## config.mk

```make
export PLATFORM = sky130hd
export DESIGN_NAME = gcode_word_parser
export DESIGN_NICKNAME = d
export VERILOG_FILES = /design/src/rtl/gwp_pkg.sv /design/src/rtl/gcode_word_parser.sv
export SDC_FILE = /design/constraint.sdc
export NUM_CORES = 1
export LEC_CHECK = 0
export BUFFER_PORTS_ARGS = -buffer_cell sky130_fd_sc_hd__buf_2
export CORE_UTILIZATION = 30
export CTS_CLUSTER_DIAMETER = 150
export DETAILED_ROUTE_END_ITERATION = 7
export GPL_TIMING_DRIVEN = 0
export MAX_ROUTING_LAYER = met4
export SYNTH_ARGS = -nofsm -noshare
export SYNTH_HDL_FRONTEND = slang
export SYNTH_SLANG_ARGS = --single-unit
```

## constraint.sdc

```tcl
create_clock -name aclk -period 7.3 [get_ports aclk]
set_clock_uncertainty 0.1 [all_clocks]
set_input_delay 1.46 -clock aclk [delete_from_list [all_inputs] [get_ports aclk]]
set_output_delay 1.46 -clock aclk [all_outputs]
set_load 0.01 [all_outputs]
```

## src/rtl/gwp_pkg.sv

```systemverilog
`default_nettype none

package gwp_pkg;

    localparam int FRAC_BITS_DEF       = 16;
    localparam int MAX_FRAC_DIGITS_DEF = 6;
    localparam int NUM_LETTERS         = 16;

    // Letter codes of the word alphabet.
    localparam logic [3:0] LTR_G = 4'd0;
    localparam logic [3:0] LTR_M = 4'd1;
    localparam logic [3:0] LTR_T = 4'd2;
    localparam logic [3:0] LTR_S = 4'd3;
    localparam logic [3:0] LTR_P = 4'd4;
    localparam logic [3:0] LTR_X = 4'd5;
    localparam logic [3:0] LTR_Y = 4'd6;
    localparam logic [3:0] LTR_Z = 4'd7;
    localparam logic [3:0] LTR_I = 4'd8;
    localparam logic [3:0] LTR_J = 4'd9;
    localparam logic [3:0] LTR_D = 4'd10;
    localparam logic [3:0] LTR_H = 4'd11;
    localparam logic [3:0] LTR_F = 4'd12;
    localparam logic [3:0] LTR_E = 4'd13;
    localparam logic [3:0] LTR_R = 4'd14;
    localparam logic [3:0] LTR_N = 4'd15;

    localparam logic KIND_WORD    = 1'b0;
    localparam logic KIND_SUMMARY = 1'b1;

    typedef struct packed {
        logic [7:0] char_code;
        logic       end_of_line;
    } in_beat_t;

    typedef struct packed {
        logic               kind;
        logic [3:0]         letter;
        logic signed [47:0] word_value;
        logic [15:0]        seen_mask;
        logic               has_command;
        logic               last;
    } out_beat_t;

    typedef struct packed {
        logic       found;
        logic [3:0] code;
    } letter_hit_t;

    function automatic letter_hit_t find_letter(input logic [7:0] c);
        logic [7:0]  u;
        letter_hit_t hit;
        u = (c >= 8'h61 && c <= 8'h7a) ? (c - 8'd32) : c;
        hit.found = 1'b1;
        hit.code  = LTR_G;
        case (u)
            8'h47:   hit.code = LTR_G;
            8'h4d:   hit.code = LTR_M;
            8'h54:   hit.code = LTR_T;
            8'h53:   hit.code = LTR_S;
            8'h50:   hit.code = LTR_P;
            8'h58:   hit.code = LTR_X;
            8'h59:   hit.code = LTR_Y;
            8'h5a:   hit.code = LTR_Z;
            8'h49:   hit.code = LTR_I;
            8'h4a:   hit.code = LTR_J;
            8'h44:   hit.code = LTR_D;
            8'h48:   hit.code = LTR_H;
            8'h46:   hit.code = LTR_F;
            8'h45:   hit.code = LTR_E;
            8'h52:   hit.code = LTR_R;
            8'h4e:   hit.code = LTR_N;
            default: hit.found = 1'b0;
        endcase
        return hit;
    endfunction

    function automatic logic is_fixed_letter(input logic [3:0] code);
        return (code == LTR_X) || (code == LTR_Y) || (code == LTR_Z) ||
               (code == LTR_F) || (code == LTR_E);
    endfunction

    function automatic logic [31:0] pow10(input logic [3:0] n);
        logic [31:0] p;
        case (n)
            4'd0:    p = 32'd1;
            4'd1:    p = 32'd10;
            4'd2:    p = 32'd100;
            4'd3:    p = 32'd1000;
            4'd4:    p = 32'd10000;
            4'd5:    p = 32'd100000;
            4'd6:    p = 32'd1000000;
            4'd7:    p = 32'd10000000;
            4'd8:    p = 32'd100000000;
            default: p = 32'd1000000000;
        endcase
        return p;
    endfunction

endpackage

`default_nettype wire

```

## src/rtl/gcode_word_parser.sv

```systemverilog
// G-code word parser.
// Input channel (s_valid/s_ready/s_data): one character of a command line per beat,
// with end_of_line set on the line's final character. Result channel
// (m_valid/m_ready/m_data): word results (kind 0) carrying letter code and value,
// and one summary (kind 1) per line with the mask of letters seen and has_command.
// One character causes up to three results; last marks the final one of them.
// A character that continues a word passes S_CHAR and S_EOL, one that starts a word
// passes S_CHAR, S_LETTER and S_EOL, before s_ready returns in S_IDLE.
// Closing an integer word passes S_FIN and S_EMIT, where the output hand-off
// waits; closing an X, Y, Z, F or E word also passes S_DIV and S_ADD, where the
// restoring divider scales the decimal fraction one quotient bit per cycle.
// Results leave through a single output register, so a waiting result does not
// block the next character; the sequencer stalls only when it must place a new
// result while the register is still full and m_ready is low.
// Reset (aresetn low, synchronous) empties the output register and clears the
// line state: no word open, no letters seen.
`default_nettype none

module gcode_word_parser
    import gwp_pkg::*;
#(
    parameter int FRAC_BITS       = FRAC_BITS_DEF,
    parameter int MAX_FRAC_DIGITS = MAX_FRAC_DIGITS_DEF
) (
    input  wire logic      aclk,
    input  wire logic      aresetn,
    input  wire logic      s_valid,
    output logic           s_ready,
    input  wire in_beat_t  s_data,
    output logic           m_valid,
    input  wire logic      m_ready,
    output out_beat_t      m_data
);

    localparam int ACC_W  = 40;
    localparam int FRAC_W = $clog2(pow10(4'(MAX_FRAC_DIGITS)));
    localparam int P_W    = $clog2(pow10(4'(MAX_FRAC_DIGITS)) + 1);
    localparam int R_W    = P_W + 1;
    localparam int DIG_W  = $clog2(MAX_FRAC_DIGITS + 1);
    localparam int CNT_W  = $clog2(FRAC_BITS + 1);
    localparam int Q_W    = FRAC_BITS + 1;
    localparam int HI_LSB = 47 - FRAC_BITS;

    localparam logic [ACC_W-1:0] ACC_CAP = {1'b1, {(ACC_W-1){1'b0}}};
    localparam logic [47:0] LIM_FIX_POS = {1'b0, {47{1'b1}}};
    localparam logic [47:0] LIM_FIX_NEG = {1'b1, {47{1'b0}}};
    localparam logic [47:0] LIM_INT_POS = {17'd0, {31{1'b1}}};
    localparam logic [47:0] LIM_INT_NEG = {16'd0, 1'b1, 31'd0};

    localparam logic [7:0] CH_SPACE = 8'h20;
    localparam logic [7:0] CH_TAB   = 8'h09;
    localparam logic [7:0] CH_PLUS  = 8'h2b;
    localparam logic [7:0] CH_MINUS = 8'h2d;
    localparam logic [7:0] CH_POINT = 8'h2e;
    localparam logic [7:0] CH_ZERO  = 8'h30;
    localparam logic [7:0] CH_NINE  = 8'h39;

    typedef enum logic [3:0] {
        S_IDLE, S_CHAR, S_LETTER, S_EOL, S_FIN, S_DIV, S_ADD, S_EMIT, S_SUM
    } state_t;

    typedef enum logic [2:0] {
        PH_IDLE, PH_PRE, PH_SIGNED, PH_INT, PH_FRAC
    } phase_t;

    state_t            state_reg;
    logic              m_valid_reg;
    out_beat_t         m_data_reg;

    logic [7:0]        char_reg;
    logic              eol_reg;
    logic              from_eol_reg;

    logic              active_reg;
    logic [3:0]        letter_reg;
    phase_t            phase_reg;
    logic              neg_reg;
    logic [ACC_W-1:0]  acc_reg;
    logic [FRAC_W-1:0] frac_reg;
    logic [DIG_W-1:0]  dig_reg;
    logic [15:0]       seen_reg;

    logic [P_W-1:0]       p_reg;
    logic [R_W-1:0]       div_rem_reg;
    logic [FRAC_BITS-1:0] div_low_reg;
    logic [Q_W-1:0]       quot_reg;
    logic [CNT_W-1:0]     div_cnt_reg;
    logic [47:0]          mag_reg;
    logic                 sat_reg;

    // Character classes of the held character.
    logic        is_digit;
    logic        is_blank;
    logic        is_sign;
    logic [3:0]  digit;
    logic        fixed;
    letter_hit_t hit;

    assign is_digit = (char_reg >= CH_ZERO) && (char_reg <= CH_NINE);
    assign is_blank = (char_reg == CH_SPACE) || (char_reg == CH_TAB);
    assign is_sign  = (char_reg == CH_PLUS) || (char_reg == CH_MINUS);
    assign digit    = char_reg[3:0];
    assign fixed    = is_fixed_letter(letter_reg);
    assign hit      = find_letter(char_reg);

    // Accumulator steps: value * 10 + digit as two shifted adds.
    logic [ACC_W+3:0]  acc_prod;
    logic [ACC_W-1:0]  acc_step;
    logic [FRAC_W+3:0] frac_prod;

    assign acc_prod  = ({4'd0, acc_reg} << 3) + ({4'd0, acc_reg} << 1) + (ACC_W+4)'(digit);
    assign acc_step  = (acc_prod > {4'd0, ACC_CAP}) ? ACC_CAP : acc_prod[ACC_W-1:0];
    assign frac_prod = ({4'd0, frac_reg} << 3) + ({4'd0, frac_reg} << 1) + (FRAC_W+4)'(digit);

    logic   used;
    phase_t phase_next;
    logic   neg_next;

    always_comb begin
        used       = 1'b0;
        phase_next = phase_reg;
        neg_next   = neg_reg;
        unique case (phase_reg) inside
            PH_PRE, PH_SIGNED, PH_INT: begin
                if (phase_reg == PH_PRE && is_blank) begin
                    used = 1'b1;
                end else if (phase_reg == PH_PRE && is_sign) begin
                    used       = 1'b1;
                    neg_next   = (char_reg == CH_MINUS);
                    phase_next = PH_SIGNED;
                end else if (is_digit) begin
                    used       = 1'b1;
                    phase_next = PH_INT;
                end else if (char_reg == CH_POINT && fixed) begin
                    used       = 1'b1;
                    phase_next = PH_FRAC;
                end
            end
            PH_FRAC: begin
                used = is_digit;
            end
            default: begin
                used = 1'b0;
            end
        endcase
    end

    // Fraction scaling: q = (frac * 2^FRAC_BITS + p/2) / p. The part of p/2 above
    // the fraction point is folded into the starting remainder, the rest is
    // shifted in below it one bit per divider step.
    logic [P_W-1:0]           p_now;
    logic [P_W+FRAC_BITS-1:0] half_wide;
    logic [R_W-1:0]           rem_init;
    logic [R_W-1:0]           trial;
    logic                     trial_ge;

    assign p_now     = P_W'(pow10(4'(dig_reg)));
    assign half_wide = {{FRAC_BITS{1'b0}}, p_now} >> 1;
    assign rem_init  = R_W'(frac_reg) + R_W'(half_wide[P_W+FRAC_BITS-1:FRAC_BITS]);
    assign trial     = (div_cnt_reg == '0) ? div_rem_reg
                                           : {div_rem_reg[R_W-2:0], div_low_reg[FRAC_BITS-1]};
    assign trial_ge  = trial >= {1'b0, p_reg};

    // Final saturation, sign and masking of a word value.
    logic [47:0] lim;
    logic [47:0] mag_clip;
    logic [47:0] val_signed;
    logic [47:0] val_out;

    always_comb begin
        if (fixed) begin
            lim = neg_reg ? LIM_FIX_NEG : LIM_FIX_POS;
        end else begin
            lim = neg_reg ? LIM_INT_NEG : LIM_INT_POS;
        end
        mag_clip   = (sat_reg || (mag_reg > lim)) ? lim : mag_reg;
        val_signed = neg_reg ? (48'd0 - mag_clip) : mag_clip;
        if (letter_reg == LTR_G || letter_reg == LTR_M) begin
            val_out = {32'd0, val_signed[15:0]};
        end else if (letter_reg == LTR_T) begin
            val_out = {40'd0, val_signed[7:0]};
        end else begin
            val_out = val_signed;
        end
    end

    logic out_free;
    assign out_free = !m_valid_reg || m_ready;

    always_ff @(posedge aclk) begin
        if (!aresetn) begin
            state_reg   <= S_IDLE;
            m_valid_reg <= 1'b0;
            active_reg  <= 1'b0;
            letter_reg  <= LTR_G;
            phase_reg   <= PH_IDLE;
            neg_reg     <= 1'b0;
            acc_reg     <= '0;
            frac_reg    <= '0;
            dig_reg     <= '0;
            seen_reg    <= '0;
        end else begin
            if ((state_reg == S_EMIT || state_reg == S_SUM) && out_free) begin
                m_valid_reg <= 1'b1;
            end else if (m_ready) begin
                m_valid_reg <= 1'b0;
            end
            unique case (state_reg)
                S_IDLE: begin
                    if (s_valid) begin
                        char_reg  <= s_data.char_code;
                        eol_reg   <= s_data.end_of_line;
                        state_reg <= S_CHAR;
                    end
                end
                S_CHAR: begin
                    if (!active_reg) begin
                        state_reg <= S_LETTER;
                    end else if (used) begin
                        phase_reg <= phase_next;
                        neg_reg   <= neg_next;
                        if (phase_reg != PH_FRAC && is_digit) begin
                            acc_reg <= acc_step;
                        end
                        if (phase_reg == PH_FRAC &&
                            dig_reg < DIG_W'(MAX_FRAC_DIGITS)) begin
                            frac_reg <= frac_prod[FRAC_W-1:0];
                            dig_reg  <= dig_reg + 1'b1;
                        end
                        state_reg <= S_EOL;
                    end else begin
                        from_eol_reg <= 1'b0;
                        state_reg    <= S_FIN;
                    end
                end
                S_LETTER: begin
                    if (hit.found) begin
                        active_reg <= 1'b1;
                        letter_reg <= hit.code;
                        phase_reg  <= PH_PRE;
                        neg_reg    <= 1'b0;
                        acc_reg    <= '0;
                        frac_reg   <= '0;
                        dig_reg    <= '0;
                        seen_reg   <= seen_reg | (16'd1 << hit.code);
                    end
                    state_reg <= S_EOL;
                end
                S_EOL: begin
                    if (!eol_reg) begin
                        state_reg <= S_IDLE;
                    end else if (active_reg) begin
                        from_eol_reg <= 1'b1;
                        state_reg    <= S_FIN;
                    end else begin
                        state_reg <= S_SUM;
                    end
                end
                S_FIN: begin
                    if (fixed) begin
                        p_reg       <= p_now;
                        div_rem_reg <= rem_init;
                        div_low_reg <= half_wide[FRAC_BITS-1:0];
                        div_cnt_reg <= '0;
                        state_reg   <= S_DIV;
                    end else begin
                        mag_reg   <= 48'(acc_reg);
                        sat_reg   <= 1'b0;
                        state_reg <= S_EMIT;
                    end
                end
                S_DIV: begin
                    div_rem_reg <= trial_ge ? (trial - {1'b0, p_reg}) : trial;
                    quot_reg    <= {quot_reg[Q_W-2:0], trial_ge};
                    if (div_cnt_reg != '0) begin
                        div_low_reg <= div_low_reg << 1;
                    end
                    if (div_cnt_reg == CNT_W'(FRAC_BITS)) begin
                        state_reg <= S_ADD;
                    end else begin
                        div_cnt_reg <= div_cnt_reg + 1'b1;
                    end
                end
                S_ADD: begin
                    // Anything at or above bit 47 after the shift saturates outright.
                    sat_reg   <= |(acc_reg >> HI_LSB);
                    mag_reg   <= {1'b0, acc_reg[HI_LSB-1:0], {FRAC_BITS{1'b0}}} +
                                 48'(quot_reg);
                    state_reg <= S_EMIT;
                end
                S_EMIT: begin
                    if (out_free) begin
                        m_data_reg.kind        <= KIND_WORD;
                        m_data_reg.letter      <= letter_reg;
                        m_data_reg.word_value  <= val_out;
                        m_data_reg.seen_mask   <= '0;
                        m_data_reg.has_command <= 1'b0;
                        // A summary always follows on the line's last character.
                        m_data_reg.last        <= !from_eol_reg && !eol_reg;
                        active_reg             <= 1'b0;
                        phase_reg              <= PH_IDLE;
                        state_reg              <= from_eol_reg ? S_SUM : S_LETTER;
                    end
                end
                S_SUM: begin
                    if (out_free) begin
                        m_data_reg.kind        <= KIND_SUMMARY;
                        m_data_reg.letter      <= LTR_G;
                        m_data_reg.word_value  <= '0;
                        m_data_reg.seen_mask   <= seen_reg;
                        m_data_reg.has_command <= |seen_reg[2:0];
                        m_data_reg.last        <= 1'b1;
                        active_reg             <= 1'b0;
                        letter_reg             <= LTR_G;
                        phase_reg              <= PH_IDLE;
                        neg_reg                <= 1'b0;
                        acc_reg                <= '0;
                        frac_reg               <= '0;
                        dig_reg                <= '0;
                        seen_reg               <= '0;
                        state_reg              <= S_IDLE;
                    end
                end
                default: begin
                    state_reg <= S_IDLE;
                end
            endcase
        end
    end

    assign s_ready = aresetn && (state_reg == S_IDLE);
    assign m_valid = m_valid_reg;
    assign m_data  = m_data_reg;

    a_acc_capped: assert property (@(posedge aclk) disable iff (!aresetn)
        acc_reg <= ACC_CAP)
        else $error("integer accumulator above its cap");

    a_frac_digits: assert property (@(posedge aclk) disable iff (!aresetn)
        dig_reg <= DIG_W'(MAX_FRAC_DIGITS))
        else $error("too many fraction digits kept");

    a_div_rem: assert property (@(posedge aclk) disable iff (!aresetn)
        (state_reg == S_DIV && div_cnt_reg != '0) |-> (div_rem_reg < {1'b0, p_reg}))
        else $error("divider remainder not below divisor");

    a_summary_last: assert property (@(posedge aclk) disable iff (!aresetn)
        (m_valid && m_data.kind == KIND_SUMMARY) |->
            (m_data.last && m_data.word_value == '0))
        else $error("summary result malformed");

endmodule

`default_nettype wire
```

# Word-level counts from Yosys, hierarchy flattened
# Memory sizes are Yosys's and may differ from the RTL's. A register that Yosys moved wholly into a read port is not among the register bits.
# Cells that the tools add are included.
# op_classes
addsub	11
magnitude_cmp	8
eq_ne	63
n_shift	1
muxes	95
bitwise_logic	1
n_reduce_logical	57
# ops
cell	count
48-bit 2-to-1 mux	7
40-bit 2-to-1 mux	6
71-bit 2-to-1 mux	2
71-bit case mux with 2 select lines	1
8-bit by 7-bit == test with 1-bit output, second input constant	16
40-bit case mux with 3 select lines	1
20-bit 2-to-1 mux	5
48-bit case mux with 2 select lines	1
16-bit 2-to-1 mux	4
16-bit case mux with 2 select lines	2
21-bit 2-to-1 mux	3
20-bit case mux with 3 select lines	1
4-bit case mux with 15 select lines	1
3-bit 2-to-1 mux	17
47-bit by 17-bit adder with 48-bit output	1
48-bit > comparator	1
1-bit by 48-bit subtractor with 48-bit output, first input constant	1
43-bit by 41-bit adder with 44-bit output	1
44-bit by 4-bit adder with 44-bit output	1
44-bit by 40-bit > comparator with 1-bit output, second input constant	1
21-bit case mux with 2 select lines	1
2-bit != test, second input constant	19
4-bit case mux with 9 select lines	1
8-bit by 6-bit == test with 1-bit output, second input constant	4
55 further kinds	138
# word_totals
regBits	302
mem_bits_ro	168
input_bits	13
elab_cells	263
mem_count	1
# memory_table
name	depth	word_bits	rd	rd_ports_with_merged_regs	write_ports	line_no	source
(name not given)	8	21	1	1	0	gwp_pkg.sv:84	case (n)

# Longest topological paths before layout
# logic_depth
word_depth	16
depth_mapped	28
depth_no_buf	24

# Worst setup path before layout
# OpenSTA, ideal clock, no wires.
# synth_timing
kind	flip-flop to flip-flop
start	register neg_reg
end	register m_data_reg (netlist bit m_data[64]), data pin
arrival_ns	6.783
required_ns	6.934
slack_ns	0.151
stages_incl_launch_ff	28
path_buffers	6
cell_sequence	dfxtp_1 > clkbuf_1 > inv_1 > clkbuf_1 > clkbuf_1 > clkbuf_1 > ha_1 > inv_1 > ha_1 > nand4_1 > or2_2 > nor3_1 > nand3_1 > o211ai_1 > and2_1 > clkbuf_1 > clkbuf_1 > nand2_1 > o21ai_0 > ha_1 > inv_1 > or2_2 > or4_1 > o31ai_1 > a21oi_1 > o41ai_1 > xnor2_1 > nor2_1
# synth_via
elab_chain_len	11
# synth_rtl
element	line_no	source
start, declared	gcode_word_parser.sv:77	logic neg_reg;
start signal, assigned	gcode_word_parser.sv:221	neg_reg <= neg_next;
32-bit 2-to-1 mux or 48-bit 2-to-1 mux (tied branches)	gcode_word_parser.sv:174, gcode_word_parser.sv:172	
48-bit 2-to-1 mux	gcode_word_parser.sv:171	if (fixed) begin
48-bit > comparator	gcode_word_parser.sv:176	mag_clip = (sat_reg || (mag_reg > lim)) ? lim : mag_reg;
1-bit logical OR	gcode_word_parser.sv:176	
48-bit 2-to-1 mux	gcode_word_parser.sv:176	
1-bit by 48-bit subtractor with 48-bit output	gcode_word_parser.sv:177	val_signed = neg_reg ? (48'd0 - mag_clip) : mag_clip;
48-bit 2-to-1 mux *	gcode_word_parser.sv:177	
48-bit 2-to-1 mux *	gcode_word_parser.sv:180	end else if (letter_reg == LTR_T) begin
48-bit 2-to-1 mux *	gcode_word_parser.sv:178	if (letter_reg == LTR_G || letter_reg == LTR_M) begin
71-bit 2-to-1 mux *	gcode_word_parser.sv:292	if (out_free) begin
71-bit case mux with 2 select lines *	gcode_word_parser.sv:208	unique case (state_reg)
end, declared	gcode_word_parser.sv:68	out_beat_t m_data_reg;
# Every way passes the cells marked *; elsewhere a longest branch is shown, timed or not. The select of a mux whose other input is x is not followed.
# A chain may end at the register's enable or synchronous reset.

# Worst setup path in the final report
# layout_timing
start	register letter_reg[3]
end	register m_data_reg (netlist bit m_data[58]), data pin
# layout_via
elab_chain_len	15
# layout_rtl
element	line_no	source
start, declared	gcode_word_parser.sv:75	logic [3:0] letter_reg;
start signal, assigned	gcode_word_parser.sv:239	letter_reg <= hit.code;
4-bit by 3-bit == test with 1-bit output	gwp_pkg.sv:78	return (code == LTR_X) || (code == LTR_Y) || (code == LTR_Z) ||
1-bit logical OR (3 in a row)	gwp_pkg.sv:78	
1-bit logical OR	gwp_pkg.sv:79	(code == LTR_F) || (code == LTR_E);
48-bit 2-to-1 mux	gcode_word_parser.sv:171	
48-bit > comparator	gcode_word_parser.sv:176	
1-bit logical OR	gcode_word_parser.sv:176	
48-bit 2-to-1 mux	gcode_word_parser.sv:176	
1-bit by 48-bit subtractor with 48-bit output	gcode_word_parser.sv:177	
48-bit 2-to-1 mux	gcode_word_parser.sv:177	
48-bit 2-to-1 mux	gcode_word_parser.sv:180	
48-bit 2-to-1 mux *	gcode_word_parser.sv:178	
71-bit 2-to-1 mux *	gcode_word_parser.sv:292	
71-bit case mux with 2 select lines *	gcode_word_parser.sv:208	
# Marks and branches as above.

==> results.json <==
{
  "viasPerCell": 5.21,
  "top_layer": "met4",
  "gp_congestion": 0.943,
  "status": "complete, no violations",
  "layout_common_cells": "nand2_1, edfxtp_1, ha_1",
  "hold_viol": 0,
  "wl_met1_mm": 29.1,
  "p_leak_uw": 0.00979,
  "layout.filler_cells": 7239,
  "dr.pass1.iters": 7,
  "whs_path_depth": 0,
  "startpoint_type": "flop",
  "synth_area_um2": 21400,
  "rows": 97,
  "syn_area_per_cell_um2": 9.11,
  "drc": 0,
  "largest_reg_flops": 71,
  "worst_pin_slew_ps": 1060,
  "reg2regPathDepth": 23,
  "synth_edf_count": 205,
  "p_per_area_nw_per_um2": 157,
  "root_buffer": "clkbuf_16",
  "grt_max_degree": 38,
  "ir_worst_vdd_v": 0.000120,
  "htreeDepth": 2,
  "critPathMaxFanout": 11,
  "finalPower_uw": 3830,
  "setup_viol": 0,
  "grt_pass1_wl_mm": 96.9,
  "seq_area_frac_synth_pct": 38.9,
  "worstSetupPathType": "flop to flop",
  "wl_met3_mm": 3.79,
  "area_growth_pct": 13.8,
  "ant_nets": 0,
  "ys_types": 86,
  "period_needed_ps": 7010,
  "hold_buffers": 0,
  "synth-main-ff-cell": "edfxtp_1",
  "ys_ff_latch": 314,
  "clockBufferDepth": 3,
  "worstSkewPairLatency_ps": 540,
  "hp-class": "flop to flop",
  "end_kind": "flop",
  "slew_headroom_pct": 28.7,
  "io_pins": 86,
  "yosysWarningCount": 0,
  "drtIter0Drc": 1532,
  "fin_tns_setup_ps": 0,
  "first_global_vias": 16900,
  "post-dp-hpwl_mm": 46.8,
  "fin_ws_ps": 287,
  "cts_tree": "done",
  "cap_viol_max_count": 0,
  "cts.clk_slew.worst_paths_ps": 60,
  "vias": 18000,
  "async_reset_ff_share_pct": 0,
  "avgRoutedWirePerCell_um": 17.6,
  "portBuffers": 84,
  "dr_wl_met2_mm": 26.7,
  "antenna_found_initial": 2,
  "drv_slew": 0,
  "grt.total_usage_pct": 17.0,
  "fin_nets": 2702,
  "die-area_um2": 72600,
  "drive_gt1_share_pct": 8.80,
  "max_freq_mhz": 143,
  "layout_commonest_cell": "nand2_1",
  "die_w_um": 269,
  "clock-sinks": 314,
  "overflow": 0,
  "postRouteWirelength_mm": 60.8,
  "place_ws_ps": -2210,
  "die_y_um": 269,
  "core-area_um2": 70400,
  "syn_inst": 2354,
  "arrival_ps": 7210,
  "post-route-period-util_pct": 96.1,
  "cts_inserted_buffers": 34,
  "worstPathRequired_ps": 7490,
  "syn_nets": 2571,
  "initial_core_util_pct": 30.5,
  "grt_setup_unrepaired": "false"
}
worst paths after layout:
kind / start / to / slack [ps]
worst max-delay path: letter_reg[3] / m_data[58] / 290
worst min register to register: p_now[0] / p_reg[0] / 310
worst min-delay path: p_now[0] / p_reg[0] / 310
worst max register to register: letter_reg[3] / m_data[58] / 290
through the flow:
step           utilization [%]  instance area (um2)  hold WS (ps)  instances
6_report                  34.7                24400           306       3452
5_1_grt                   34.7                24400           311       3452
4_1_cts                   34.6                24400           303       3447
3_5_place_dp              32.9                23200           289       3383
3_3_place_gp              32.7                23000           286       3378
2_1_floorplan                -                21400           286       2354
power breakdown:
| group | internal [uW] | total [uW] | switching (uW) |
|---|---|---|---|
| Sequential | 1880 | 1890 | 9.89 |
| Clock | 1060 | 1800 | 739 |
| Combinational | 42.0 | 139 | 96.7 |
logic make-up (layout without fill, tap and decap cells):
| group | after synthesis | count (layout) | share of synthesized area, % |
|---|---|---|---|
| other | 0 | 2 | 0 |
| XOR/XNOR | 121 | 121 | 4.94 |
| AO/OA/AOI/OAI | 615 | 615 | 18.6 |
| flip-flops | 314 | 314 | 38.9 |
| buffers and inverters | 173 | 329 | 3.14 |
| AND/OR/NAND/NOR | 868 | 868 | 19.4 |
| multiplexers | 59 | 59 | 2.91 |
| adder cells (fa/ha/maj) | 204 | 204 | 12.1 |
final cells by class:
| class | count | area [um2] | share of cell area [%] |
|---|---|---|---|
| Multi-Input combinational cell | 1867 | 12500 | 51.2 |
| Sequential cell | 314 | 8340 | 34.2 |
| Tap cell | 940 | 1180 | 4.82 |
| Clock buffer | 47 | 952 | 3.90 |
| Timing Repair Buffer | 98 | 576 | 2.36 |
| Buffer | 93 | 384 | 1.57 |
| Inverter | 77 | 297 | 1.22 |
| Clock inverter | 14 | 185 | 0.759 |
| Antenna cell | 2 | 5.00 | 0.0205 |
synth_stat cells, types with 43 or more instances:
library cell | n | area, um2
edfxtp_1 | 205 | 6160
a21oi_1 | 180 | 901
a21o_1 | 50 | 375
and2_1 | 47 | 294
inv_1 | 76 | 285
xnor2_1 | 78 | 683
o21ai_0 | 138 | 691
ha_1 | 198 | 2480
nor2_1 | 194 | 728
nand2_1 | 288 | 1080
nor3_1 | 53 | 265
nand3_1 | 71 | 355
clkbuf_1 | 89 | 334
xor2_1 | 43 | 377
dfxtp_1 | 109 | 2180
worst max-delay path, stage by stage, from the launching register on:
cell and delay [ps]:
dfxtp_1 450, or3_1 150, nand3_1 230, inv_1 360, ha_2 360, clkinvlp_4 260
ha_1 360, a21o_1 190, a21o_1 160, a21oi_1 140, o211ai_1 140, a2111oi_2 430
o211ai_1 220, and2_2 320, clkbuf_2 250, o21ai_0 300, ha_1 310, inv_1 120
or2_2 320, or4_1 500, o211ai_1 320, a21boi_0 460, o211ai_1 150, o311a_1 160
layer usage:
layer | global-route usage [%] | up-vias
met1 | 23.8 | 8432
met4 | 4.47 | 0
li1 | - | 8949
met3 | 2.46 | 74
met5 | - | -
met2 | 25.6 | 546
repair_timing:
action / 4_1_cts / 5_1_grt
endpoints found under the setup margin: 47 / 10
gates resized for setup: 15 / 3
hold endpoints to repair: 0 / 0
setup buffers: 5 / 3
gates cloned: 0 / 0
pin swaps: 2 / 0
Note: power is estimated with default switching activity, not from simulation.
